[config.mk]
export PLATFORM = sky130hd
export DESIGN_NAME = dtc_ctrl
export DESIGN_NICKNAME = d
export VERILOG_FILES = /design/src/hw/rtl/dtc_pkg.sv /design/src/hw/rtl/dtc_ctrl.sv
export SDC_FILE = /design/constraint.sdc
export NUM_CORES = 1
export LEC_CHECK = 0
export ABC_AREA = 1
export BUFFER_PORTS_ARGS = -buffer_cell sky130_fd_sc_hd__buf_2
export CORE_AREA = 3 3 40 42
export DETAILED_ROUTE_END_ITERATION = 6
export DIE_AREA = 0 0 43 45
export PLACE_DENSITY = 0.7
export SLEW_MARGIN = 20
export SYNTH_ARGS = -nofsm -noshare
export SYNTH_HDL_FRONTEND = slang
export SYNTH_SLANG_ARGS = --single-unit
export TNS_END_PERCENT = 30
[constraint.sdc]
create_clock -name aclk -period 1.7 [get_ports aclk]
set_input_delay 0.255 -clock aclk [delete_from_list [all_inputs] [get_ports aclk]]
set_output_delay 0.255 -clock aclk [all_outputs]
set_load 0.01 [all_outputs]
[src/hw/rtl/dtc_pkg.sv]
// Shared types and constants for the decreasing triplet counter.
// Used by dtc_ctrl, dtc_datapath and the top level; depends on nothing.
`default_nettype none

package dtc_pkg;

    // Sequence capacity and the widths that follow from it
    localparam int MAX_N   = 1024;
    localparam int VAL_W   = 11;                           // input value field
    localparam int CNT_W   = $clog2(MAX_N + 1);            // counts, values, tree address
    localparam int IDX_W   = CNT_W + 1;                    // tree walk index (update overshoot)
    localparam int SA_W    = $clog2(MAX_N);                // store address
    localparam int GB_W    = SA_W;                         // earlier-greater count
    localparam int PROD_W  = GB_W + CNT_W;
    localparam int TOT_W   = 28;
    localparam int SUM_W   = ((PROD_W > TOT_W) ? PROD_W : TOT_W) + 1;
    localparam int STORE_W = GB_W + CNT_W;

    localparam logic [CNT_W-1:0] MAX_POS   = CNT_W'(MAX_N);
    localparam logic [TOT_W-1:0] TOTAL_MAX = {TOT_W{1'b1}};

    typedef enum logic [3:0] {
        S_CLR_INIT,
        S_IDLE,
        S_LQS,
        S_LQ_WAIT,
        S_LSTORE,
        S_LU_WAIT,
        S_CLR_MID,
        S_RCHK,
        S_RDATA,
        S_RQ_WAIT,
        S_RMUL,
        S_RADD,
        S_RU_WAIT,
        S_RFIN,
        S_CLR_END
    } dtc_state_t;

    typedef enum logic [1:0] {
        POS_LOAD,
        POS_XM1,
        POS_X
    } dtc_pos_t;

    typedef struct packed {
        logic     capture;
        logic     clear;
        logic     q_start;
        logic     u_start;
        dtc_pos_t pos_sel;
        logic     ld_store;
        logic     ovf_set;
        logic     rev_init;
        logic     rev_read;
        logic     mul;
        logic     add;
        logic     out_load;
    } dtc_cmd_t;

    typedef struct packed {
        logic walk_busy;
        logic sweep_done;
        logic cnt_full;
        logic rev_zero;
        logic out_full;
        logic last;
    } dtc_sts_t;

    // Saturate an input value into 1..MAX_N
    function automatic logic [CNT_W-1:0] clamp_value(input logic [VAL_W-1:0] v);
        logic [CNT_W-1:0] r;
        if (v == '0) begin
            r = CNT_W'(1);
        end else if (32'(v) > 32'(MAX_N)) begin
            r = MAX_POS;
        end else begin
            r = CNT_W'(v);
        end
        return r;
    endfunction

endpackage

`default_nettype wire

[src/hw/rtl/dtc_ctrl.sv]
// Controller of the decreasing triplet counter: sequences the load pass, the
// clearing sweeps and the reverse pass. Depends on dtc_pkg.
`default_nettype none

module dtc_ctrl import dtc_pkg::*; (
    input  logic     aclk,
    input  logic     aresetn,
    input  logic     s_valid,
    input  logic     s_last,
    output logic     s_ready,
    input  dtc_sts_t sts,
    output dtc_cmd_t cmd
);

    dtc_state_t state_reg;
    dtc_state_t state_next;

    always_ff @(posedge aclk) begin
        if (!aresetn) begin
            state_reg <= S_CLR_INIT;
        end else begin
            state_reg <= state_next;
        end
    end

    always_comb begin
        state_next = state_reg;
        unique case (state_reg)
            S_CLR_INIT: if (sts.sweep_done) state_next = S_IDLE;
            S_IDLE: begin
                if (s_valid) begin
                    if (!sts.cnt_full) begin
                        state_next = S_LQS;
                    end else if (s_last) begin
                        state_next = S_CLR_MID;
                    end
                end
            end
            S_LQS:      state_next = S_LQ_WAIT;
            S_LQ_WAIT:  if (!sts.walk_busy) state_next = S_LSTORE;
            S_LSTORE:   state_next = S_LU_WAIT;
            S_LU_WAIT: begin
                if (!sts.walk_busy) begin
                    state_next = sts.last ? S_CLR_MID : S_IDLE;
                end
            end
            S_CLR_MID:  if (sts.sweep_done) state_next = S_RCHK;
            S_RCHK:     state_next = sts.rev_zero ? S_RFIN : S_RDATA;
            S_RDATA:    state_next = S_RQ_WAIT;
            S_RQ_WAIT:  if (!sts.walk_busy) state_next = S_RMUL;
            S_RMUL:     state_next = S_RADD;
            S_RADD:     state_next = S_RU_WAIT;
            S_RU_WAIT:  if (!sts.walk_busy) state_next = S_RCHK;
            S_RFIN:     if (!sts.out_full) state_next = S_CLR_END;
            S_CLR_END:  if (sts.sweep_done) state_next = S_IDLE;
            default:    state_next = S_CLR_INIT;
        endcase
    end

    always_comb begin
        cmd         = '0;
        cmd.pos_sel = POS_LOAD;
        s_ready     = 1'b0;
        unique case (state_reg)
            S_CLR_INIT, S_CLR_END: cmd.clear = 1'b1;
            S_IDLE: begin
                s_ready     = 1'b1;
                cmd.capture = s_valid;
                cmd.ovf_set = s_valid && sts.cnt_full;
            end
            S_LQS:      cmd.q_start = 1'b1;
            S_LSTORE: begin
                cmd.ld_store = 1'b1;
                cmd.u_start  = 1'b1;
            end
            S_CLR_MID: begin
                cmd.clear    = 1'b1;
                cmd.rev_init = 1'b1;
            end
            S_RCHK:     cmd.rev_read = !sts.rev_zero;
            S_RDATA: begin
                cmd.q_start = 1'b1;
                cmd.pos_sel = POS_XM1;
            end
            S_RMUL: begin
                cmd.mul     = 1'b1;
                cmd.u_start = 1'b1;
                cmd.pos_sel = POS_X;
            end
            S_RADD:     cmd.add = 1'b1;
            S_RFIN:     cmd.out_load = !sts.out_full;
            S_LQ_WAIT, S_LU_WAIT, S_RQ_WAIT, S_RU_WAIT: ;
            default: ;
        endcase
    end

endmodule

`default_nettype wire

==> results of run 1 <==
[metrics by stage]
| stage | hold WS [ns] | setup slack [ns] | util, % | instances |
|---|---|---|---|---|
| 6_report | 0.275 | 0.149 | 50.9 | 138 |
| 5_1_grt | 0.289 | 0.00694 | 50.9 | 138 |
| 4_1_cts | 0.271 | 0.120 | 50.2 | 138 |
| 3_5_place_dp | 0.517 | 0.338 | 48.5 | 135 |
| 3_3_place_gp | 0.516 | 0.342 | 48.5 | 135 |
| 2_1_floorplan | 0.375 | 0.411 | - | 98 |
[layer usage]
metal	vias to the layer above	track usage (%)
met5	-	0
met1	273	17.5
li1	356	-
met4	0	7.23
met2	31	24.6
met3	2	0
[final timing paths]
check | endpoint | depth (start not counted) | slack, ns | startpoint
setup reg to reg | state_reg[2]$_SDFFE_PN0P_ | 8 | 0.32 | state_reg[1]$_SDFFE_PN0P_
hold / removal | state_reg[2]$_SDFFE_PN0P_ | 3 | 0.28 | aresetn
setup / recovery | cmd[9] | 5 | 0.15 | state_reg[3]$_SDFFE_PN0P_
hold reg to reg | state_reg[3]$_SDFFE_PN0P_ | 2 | 0.55 | state_reg[3]$_SDFFE_PN0P_
[logic make-up after synthesis]
| kind of cell | Yosys count | share of synthesized area (%) |
|---|---|---|
| flip-flops | 4 | 16.1 |
| AND/OR/NAND/NOR | 69 | 60.7 |
| buffers and inverters | 15 | 12.1 |
| AO/OA/AOI/OAI | 10 | 11.1 |
[synthesized netlist by cell type (all sizes together)]
cell type / number
buf: 1
nand2: 33
inv: 14
dfxtp: 4
nor2: 26
o211ai: 1
nand3b: 1
o22ai: 2
o21ai: 4
nor3: 3
a21oi: 3
nand3: 6
[layout by cell type, fill, tap and decap left out]
cell,count
buf_2,23
nand2_1,30
inv_2,2
nor2_4,2
dfxtp_1,3
nand3_1,6
o22ai_1,2
nand2_4,1
o211ai_1,1
nor2_2,3
inv_1,12
nand2_2,2
nor3_1,3
nor2_1,21
o21ai_0,4
nand3b_1,1
dfxtp_2,1
a21oi_1,3
clkbuf_4,3
[worst min-delay path, delay by kind of cell]
family                 cells  cell delay (ns)
and+or+nand+nor            2             0.09
buffers and inverters      1             0.12
[power breakdown]
part           internal [mW]  total (mW)  switching, mW  leakage (nW)
logic                  0.245       0.682          0.437         0.367
clock network         0.0786       0.113         0.0346        0.0138
registers              0.132       0.189         0.0565        0.0335
[final cells by class]
cell class              count  area [sq um]  share of cell area [%]
clock buffers               3          22.5                    3.44
inverters                  14          52.6                    8.03
multi-input cells          79           364                    55.6
flip-flops and latches      4          81.3                    12.4
well taps                  15          18.8                    2.87
repair buffers             23           115                    17.6
==> impl_metrics.csv, run 1 <==
group,metric,value,unit
logic_synthesis,yosys_register_bits,4,
floorplanning,rows,13,
sta,maxSlewViolCount,0,
logic_synthesis,synth_cells,98,
worst_setup_path,critPathTopFamily,"flip-flops",
worst_setup_path,worstSetupPathType,"reg2out",
cells_and_area,finalInstanceArea,654,sq um
detailed_routing,met1_length,591,um
grt,grt_antenna_before_repair,0,
place,dpl_cell_area,623,sq um
sta,fin_skew,0.00133,ns
detailed_routing,drc,0,
clock_network,cts_root_buf,"clkbuf_4",
min_path,hold_class,"in2reg",
worst_setup_path,critPathLaunchType,"register",
sta,fmax,645,MHz
logic_synthesis,syn_area,497,sq um
logic_synthesis,syn_nets,108,
worst_setup_path,crit_slowest_cell,"dfxtp_1",
floorplanning,core,1280,sq um
detailed_routing,num_vias,662,
clock_network,clockBufferDepth,2,
detailed_routing,wl_met2,601,um
place,hpwl,1.14,mm
grt,overflow,0,
logic_synthesis,ys_top_cells_by_area,"nand2_1, nor2_1, dfxtp_1",
grt,grt_pass1_wl,2.10,mm
detailed_routing,met3_length,135,um
grt,grt_pass1_vias,525,
logic_synthesis,yosysTopAreaCell,"nand2_1",
clock_network,cts_num_sinks,4,
job,maxCapViolations,0,
cells_and_area,antenna_cells,0,
grt,grt_max_degree,8,
sta,setup_tns,0,ns
sta,fin_crit,1.55,ns
detailed_routing,routedWlPerCell,9.73,um
cells_and_area,drive_above_1_share,30.1,%
cells_and_area,largest_reg_flops,4,
worst_setup_path,critPathMaxFanout,4,
detailed_routing,drtAntennaViolNets,0,
clock_network,cts_resized,0,
floorplanning,die_y,45,um
cells_and_area,nets,135,
place,globalplace.congestion,0.848,
worst_setup_path,crit_chain,"inv_2 > nor2_1 > inv_1 > o21ai_0 > buf_2",
worst_setup_path,critical-path-max-stage-delay,0.38,ns
place,portBuffers,23,
sta,setup_viol,0,
clock_network,cts_max_level,1,
logic_synthesis,yosys.cell_types.count,17,
logic_synthesis,yosysWarnings,0,
cells_and_area,n_fill_cell,150,
detailed_routing,wirelength,1.34,mm
clock_network,path_clk_slew,0.03,ns
cells_and_area,area_growth_syn_to_layout,31.7,%
sta,hold_viol,0,
floorplanning,num_io_pins,24,
run_status,status,"finished clean",
clock_network,cts_tree,"built",
floorplanning,die_w,43,um
grt,track_usage,13.9,%
floorplanning,floorplan.initialDensity,38.7,%
detailed_routing,highest-signal-layer,"met4",
clock_network,clock_latency,0.23,ns
worst_setup_path,cp-end-kind,"output pin",
sta,rsz0062_at_grt,"no",
worst_setup_path,arrival,1.30,ns
floorplanning,design.die.area,1940,sq um
sta,finalCritPeriodShare,91.2,%
detailed_routing,avgViaCountPerCell,4.80,
detailed_routing,drt-initial-drc-count,19,
sta,tightest_slew,0.262,ns
power_and_ir_drop,max-vdd-ir-drop,777,uV
power_and_ir_drop,p_leak,0.414,nW
logic_synthesis,avgSynthCellArea,5.07,sq um
power_and_ir_drop,fin_total_pwr,0.984,mW
clock_network,cts_buffers,3,
clock_network,cts_hold_buf,0,
logic_synthesis,seq_area_frac_synth,16.1,%
worst_setup_path,cp_num_buf_inv,3,
clock_network,cts_setup_buffers,0,
logic_synthesis,synth_top_area_share,22.7,%
sta,relSlewSlack,82.5,%
detailed_routing,dr.pass1.iters,4,
power_and_ir_drop,powerDensity,1500,nW/um^2
worst_setup_path,cp.required,1.44,ns
(Power assumes the default switching activity.)
==> inputs of run 2 (changes only) <==
BUFFER_PORTS_ARGS = -buffer_cell sky130_fd_sc_hd__clkbuf_2   (was -buffer_cell sky130_fd_sc_hd__buf_2)
==> impl_metrics.csv, run 2 (synthesized netlist as in run 1, its figures left out) <==
group,metric,value,unit
run_status,status,"finished clean",
floorplanning,core,1280,sq um
floorplanning,num_io_pins,24,
sta,finalCritPeriodShare,94.0,%
clock_network,cts_hold_buf,0,
worst_setup_path,critPathMaxFanout,5,
job,maxCapViolations,0,
detailed_routing,dr.pass1.iters,4,
detailed_routing,drt-initial-drc-count,28,
cells_and_area,largest_reg_flops,4,
floorplanning,die_y,45,um
grt,grt_pass1_wl,2.24,mm
clock_network,cts_num_sinks,4,
worst_setup_path,crit_slowest_cell,"dfxtp_1",
clock_network,cts_setup_buffers,0,
sta,tightest_slew,0.272,ns
worst_setup_path,crit_chain,"inv_1 > nor2_1 > nand2_1 > nor2_1 > clkbuf_2",
clock_network,cts_resized,0,
clock_network,cts_max_level,1,
sta,setup_tns,0,ns
floorplanning,rows,13,
worst_setup_path,crit_top_cell,"nor2_1",
worst_setup_path,worstSetupPathType,"reg2out",
worst_setup_path,worst-r2r-setup-slack,0.31,ns
detailed_routing,num_vias,668,
clock_network,clock_latency,0.24,ns
clock_network,cts_tree,"built",
detailed_routing,wirelength,1.36,mm
cells_and_area,final_common_cell,"nand2_1",
sta,relSlewSlack,81.8,%
power_and_ir_drop,pwr-share-comb,68.5,%
sta,fin_crit,1.60,ns
grt,grt_antenna_before_repair,0,
floorplanning,floorplan.initialDensity,38.7,%
power_and_ir_drop,fin_total_pwr,0.974,mW
grt,overflow,0,
worst_setup_path,critical-path-max-stage-delay,0.43,ns
worst_setup_path,cp_num_buf_inv,2,
worst_setup_path,arrival,1.34,ns
detailed_routing,drtAntennaViolNets,0,
power_and_ir_drop,swShare,53.9,%
cells_and_area,area_growth_syn_to_layout,30.2,%
place,hpwl,1.15,mm
power_and_ir_drop,power.switching,0.525,mW
grt,grt_pass1_vias,560,
clock_network,path_clk_slew,0.04,ns
detailed_routing,drc,0,
clock_network,cts_root_buf,"clkbuf_4",
clock_network,clockBufferDepth,2,
cells_and_area,nets,135,
place,portBuffers,23,
power_and_ir_drop,p_int,0.449,mW
worst_setup_path,critPathTopFamily,"flip-flops",
min_path,hold_class,"in2reg",
worst_setup_path,critPathLaunchType,"register",
clock_network,cts_buffers,3,
floorplanning,die_w,43,um
sta,hold_viol,0,
grt,track_usage,15.1,%
sta,maxSlewViolCount,0,
worst_setup_path,cp.required,1.44,ns
cells_and_area,drive_above_1_share,29.3,%
sta,setup_viol,0,
power_and_ir_drop,seqPwrFrac,19.3,%
detailed_routing,routedWlPerCell,9.84,um
grt,grt_max_degree,8,
sta,fin_skew,0.00764,ns
worst_setup_path,cp-end-kind,"output pin",
cells_and_area,mostFrequentLayoutCells,"nand2_1, clkbuf_2, nor2_1",
power_and_ir_drop,power_frac_clock,12.2,%
detailed_routing,avgViaCountPerCell,4.84,
cells_and_area,antenna_cells,0,
place,globalplace.congestion,0.864,
floorplanning,design.die.area,1940,sq um
power_and_ir_drop,p_leak,0.405,nW
sta,fmax,626,MHz
cells_and_area,n_fill_cell,152,
sta,rsz0062_at_grt,"no",
power_and_ir_drop,max-vdd-ir-drop,829,uV
power_and_ir_drop,powerDensity,1510,nW/um^2
[run 2: final timing paths]
check,start,endpoint,cells after the start
worst max register to register,state_reg[1]$_SDFFE_PN0P_,state_reg[2]$_SDFFE_PN0P_,8
worst min register to register,state_reg[3]$_SDFFE_PN0P_,state_reg[3]$_SDFFE_PN0P_,2
worst max-delay path,state_reg[0]$_SDFFE_PN0P_,cmd[0],5
worst min-delay path,aresetn,state_reg[1]$_SDFFE_PN0P_,3
[run 2: through the flow]
step	utilization, %	std cells	area (sq um)	setup slack (ns)	hold slack, ns
2_1_floorplan	-	98	497	0.411	0.375
3_3_place_gp	48.5	135	623	0.344	0.509
3_5_place_dp	48.5	135	623	0.322	0.508
4_1_cts	50.2	138	646	0.0975	0.256
5_1_grt	50.3	138	647	0.00139	0.288
6_report	50.3	138	647	0.102	0.257
[run 2: area by class of cell]
class	instances	area (sq um)	share of cell area, %
Multi-Input combinational cell	79	357	55.1
Timing Repair Buffer	23	115	17.8
Sequential cell	4	81.3	12.6
Inverter	14	52.6	8.12
Clock buffer	3	22.5	3.48
Tap cell	15	18.8	2.90
[run 2: per-layer routing]
metal	GRT usage, %	wire, um	up-vias
met3	2.79	131	2
met5	0	0	-
met4	8.43	12	0
met2	24.0	590	37
met1	19.5	624	275
li1	-	-	354
[run 2: power by group through the flow]
| stage | sequential, mW | combinational [mW] | clock [mW] |
|---|---|---|---|
| after floorplan | 0.175 | 0.497 | 0 |
| after global placement | 0.184 | 0.658 | 0 |
| after detailed placement | 0.185 | 0.667 | 0 |
| after CTS | 0.184 | 0.669 | 0.123 |
| after global routing | 0.194 | 0.760 | 0.128 |
| final | 0.188 | 0.668 | 0.119 |
[run 2: worst register-to-register path, cell delays in order (launching register included)]
cell and delay, ns:
dfxtp_1 0.37, nor2_1 0.25, nand2_1 0.11, a21oi_1 0.23
nor2_4 0.09, nand2_2 0.09, nand2_1 0.05, nand2_1 0.05
nor2_1 0.04
==> inputs of run 3 (changes only) <==
CORE_AREA = default   (was 3 3 40 42)
CORE_MARGIN = 3   (was default)
CORE_UTILIZATION = 32   (was default)
DIE_AREA = default   (was 0 0 43 45)
PLACE_DENSITY = 0.62   (was 0.7)
==> impl_metrics.csv, run 3 (synthesized netlist as in run 1, its figures left out) <==
group,metric,value,unit
run_status,status,"finished clean",
min_path,whs_path_depth,3,
floorplanning,die_y,45.4,um
place,dp_cells,135,
worst_setup_path,r2r_end,"state_reg[2]$_SDFFE_PN0P_",
grt,grt_pass1_wl,2.14,mm
job,maxCapViolations,0,
sta,finalCritPeriodShare,92.8,%
floorplanning,die_w,45.4,um
detailed_routing,drt-initial-drc-count,23,
detailed_routing,drtAntennaViolNets,0,
detailed_routing,drc,0,
detailed_routing,num_vias,659,
worst_setup_path,critical-path-max-stage-delay,0.37,ns
worst_setup_path,cp.required,1.44,ns
place,portBuffers,23,
grt,grt_pass1_vias,516,
cells_and_area,mostFrequentLayoutCells,"nand2_1, clkbuf_2, nor2_1",
worst_setup_path,crit_slowest_cell,"dfxtp_1",
clock_network,path_clk_slew,0.04,ns
worst_setup_path,r2r-start,"state_reg[1]$_SDFFE_PN0P_",
detailed_routing,wirelength,1.36,mm
min_path,holdPathEnd,"state_reg[2]$_SDFFE_PN0P_",
grt,met3_usage,1.58,%
floorplanning,design.die.area,2060,sq um
grt,grt_max_degree,8,
worst_setup_path,cp_num_buf_inv,3,
worst_setup_path,arrival,1.32,ns
cells_and_area,n_fill_cell,169,
sta,fin_skew,0.00183,ns
worst_setup_path,critPathLaunchType,"register",
worst_setup_path,crit_chain,"inv_2 > nor2_1 > inv_1 > o21ai_0 > clkbuf_2",
clock_network,cts_tree,"built",
clock_network,clock_latency,0.23,ns
cells_and_area,largest_reg_flops,4,
cells_and_area,multi_input_area,364,sq um
worst_setup_path,critPathMaxFanout,4,
grt,use_met1,17.1,%
grt,overflow,0,
sta,setup_viol,0,
grt,grt_antenna_before_repair,0,
grt,track_usage,14.1,%
clock_network,cts_root_buf,"clkbuf_4",
clock_network,cts_max_level,1,
floorplanning,num_io_pins,24,
sta,worst_slack,0.123,ns
clock_network,cts_buffers,3,
sta,fin_crit,1.58,ns
sta,tightest_slew,0.277,ns
min_path,min_from,"aresetn",
worst_setup_path,critPathTopFamily,"flip-flops",
grt,grt-busiest-layer,"met2",
min_path,hold_class,"in2reg",
sta,maxSlewViolCount,0,
worst_setup_path,critPathLaunch,"state_reg[3]$_SDFFE_PN0P_",
detailed_routing,routedWlPerCell,9.87,um
floorplanning,floorplan.initialDensity,35.9,%
worst_setup_path,worst_r2r_path_depth,9,
detailed_routing,dr.pass1.iters,4,
cells_and_area,drive_above_1_share,29.3,%
cells_and_area,antenna_cells,0,
clock_network,clockBufferDepth,2,
sta,hold_viol,0,
grt,gr-usage-met2,23.4,%
power_and_ir_drop,p_leak,0.405,nW
power_and_ir_drop,powerDensity,1510,nW/um^2
floorplanning,rows,13,
sta,rsz0062_at_grt,"no",
clock_network,cts_num_sinks,4,
cells_and_area,area_growth_syn_to_layout,31.5,%
place,globalplace.congestion,0.845,
floorplanning,core,1380,sq um
worst_setup_path,worst-r2r-setup-slack,0.30,ns
place,post-place-ws,0.315,ns
worst_setup_path,worstSetupPathType,"reg2out",
power_and_ir_drop,max-vdd-ir-drop,713,uV
detailed_routing,avgViaCountPerCell,4.78,
sta,relSlewSlack,81.5,%
worst_setup_path,cp-end-kind,"output pin",
cells_and_area,regArea,80.1,sq um
cells_and_area,nets,135,
cells_and_area,final_common_cell,"nand2_1",
clock_network,cts_hold_buf,0,
sta,fmax,634,MHz
sta,setup_tns,0,ns
cells_and_area,layout.cells.non_filler,138,
place,hpwl,1.18,mm
==> run 3: cell counts in the layout (fill, tap and decap cells not counted) <==
Identical to the previous run, type by type.
==> run 3: how the worst max path moves through the flow <==
stage               slack (ns)  cells after the start                        end
CTS                       0.12                      5                     cmd[0]
global placement          0.33                      8  state_reg[2]$_SDFFE_PN0P_
finish                    0.12                      5                     cmd[9]
floorplan                 0.41                      5                     cmd[8]
detailed placement        0.31                      8  state_reg[0]$_SDFFE_PN0P_
global route             0.006                      6                     cmd[5]
==> run 3: through the flow <==
stage | hold WS, ns | area [sq um] | total power [mW] | util [%]
final | 0.274 | 653 | 0.986 | 47.2
after global routing | 0.289 | 653 | 1.09 | 47.2
after CTS | 0.267 | 646 | 0.974 | 46.7
after detailed placement | 0.517 | 623 | 0.852 | 45.1
after global placement | 0.510 | 623 | 0.849 | 45.1
after floorplan | 0.375 | 497 | 0.672 | -
==> run 3: tightest hold or removal path: stages <==
cell	delay, ns
clkbuf_2	0.11
nand2_1	0.07
nor2_1	0.03
==> run 3: power breakdown <==
part | switching (mW) | internal (mW)
logic | 0.443 | 0.244
registers | 0.0544 | 0.131
clock network | 0.0360 | 0.0788
total | 0.533 | 0.453
==> run 3: per-layer routing <==
layer,wire length (um),part of all wire (%)
met1,610,45
met2,620,46
met3,130,9.5
met4,0,0
met5,0,0
==> run 3: timing repair <==
action	in CTS	in global routing
resized for setup	0	2
setup endpoints to repair	0	2
buffers inserted	0	0
==> run 3: layout make-up <==
class                           count  share of cell area (%)
Multi-Input combinational cell     79                    55.7
Timing Repair Buffer               23                    17.6
Sequential cell                     4                    12.3
Inverter                           14                    8.05
Clock buffer                        3                    3.45
Tap cell                           15                    2.87
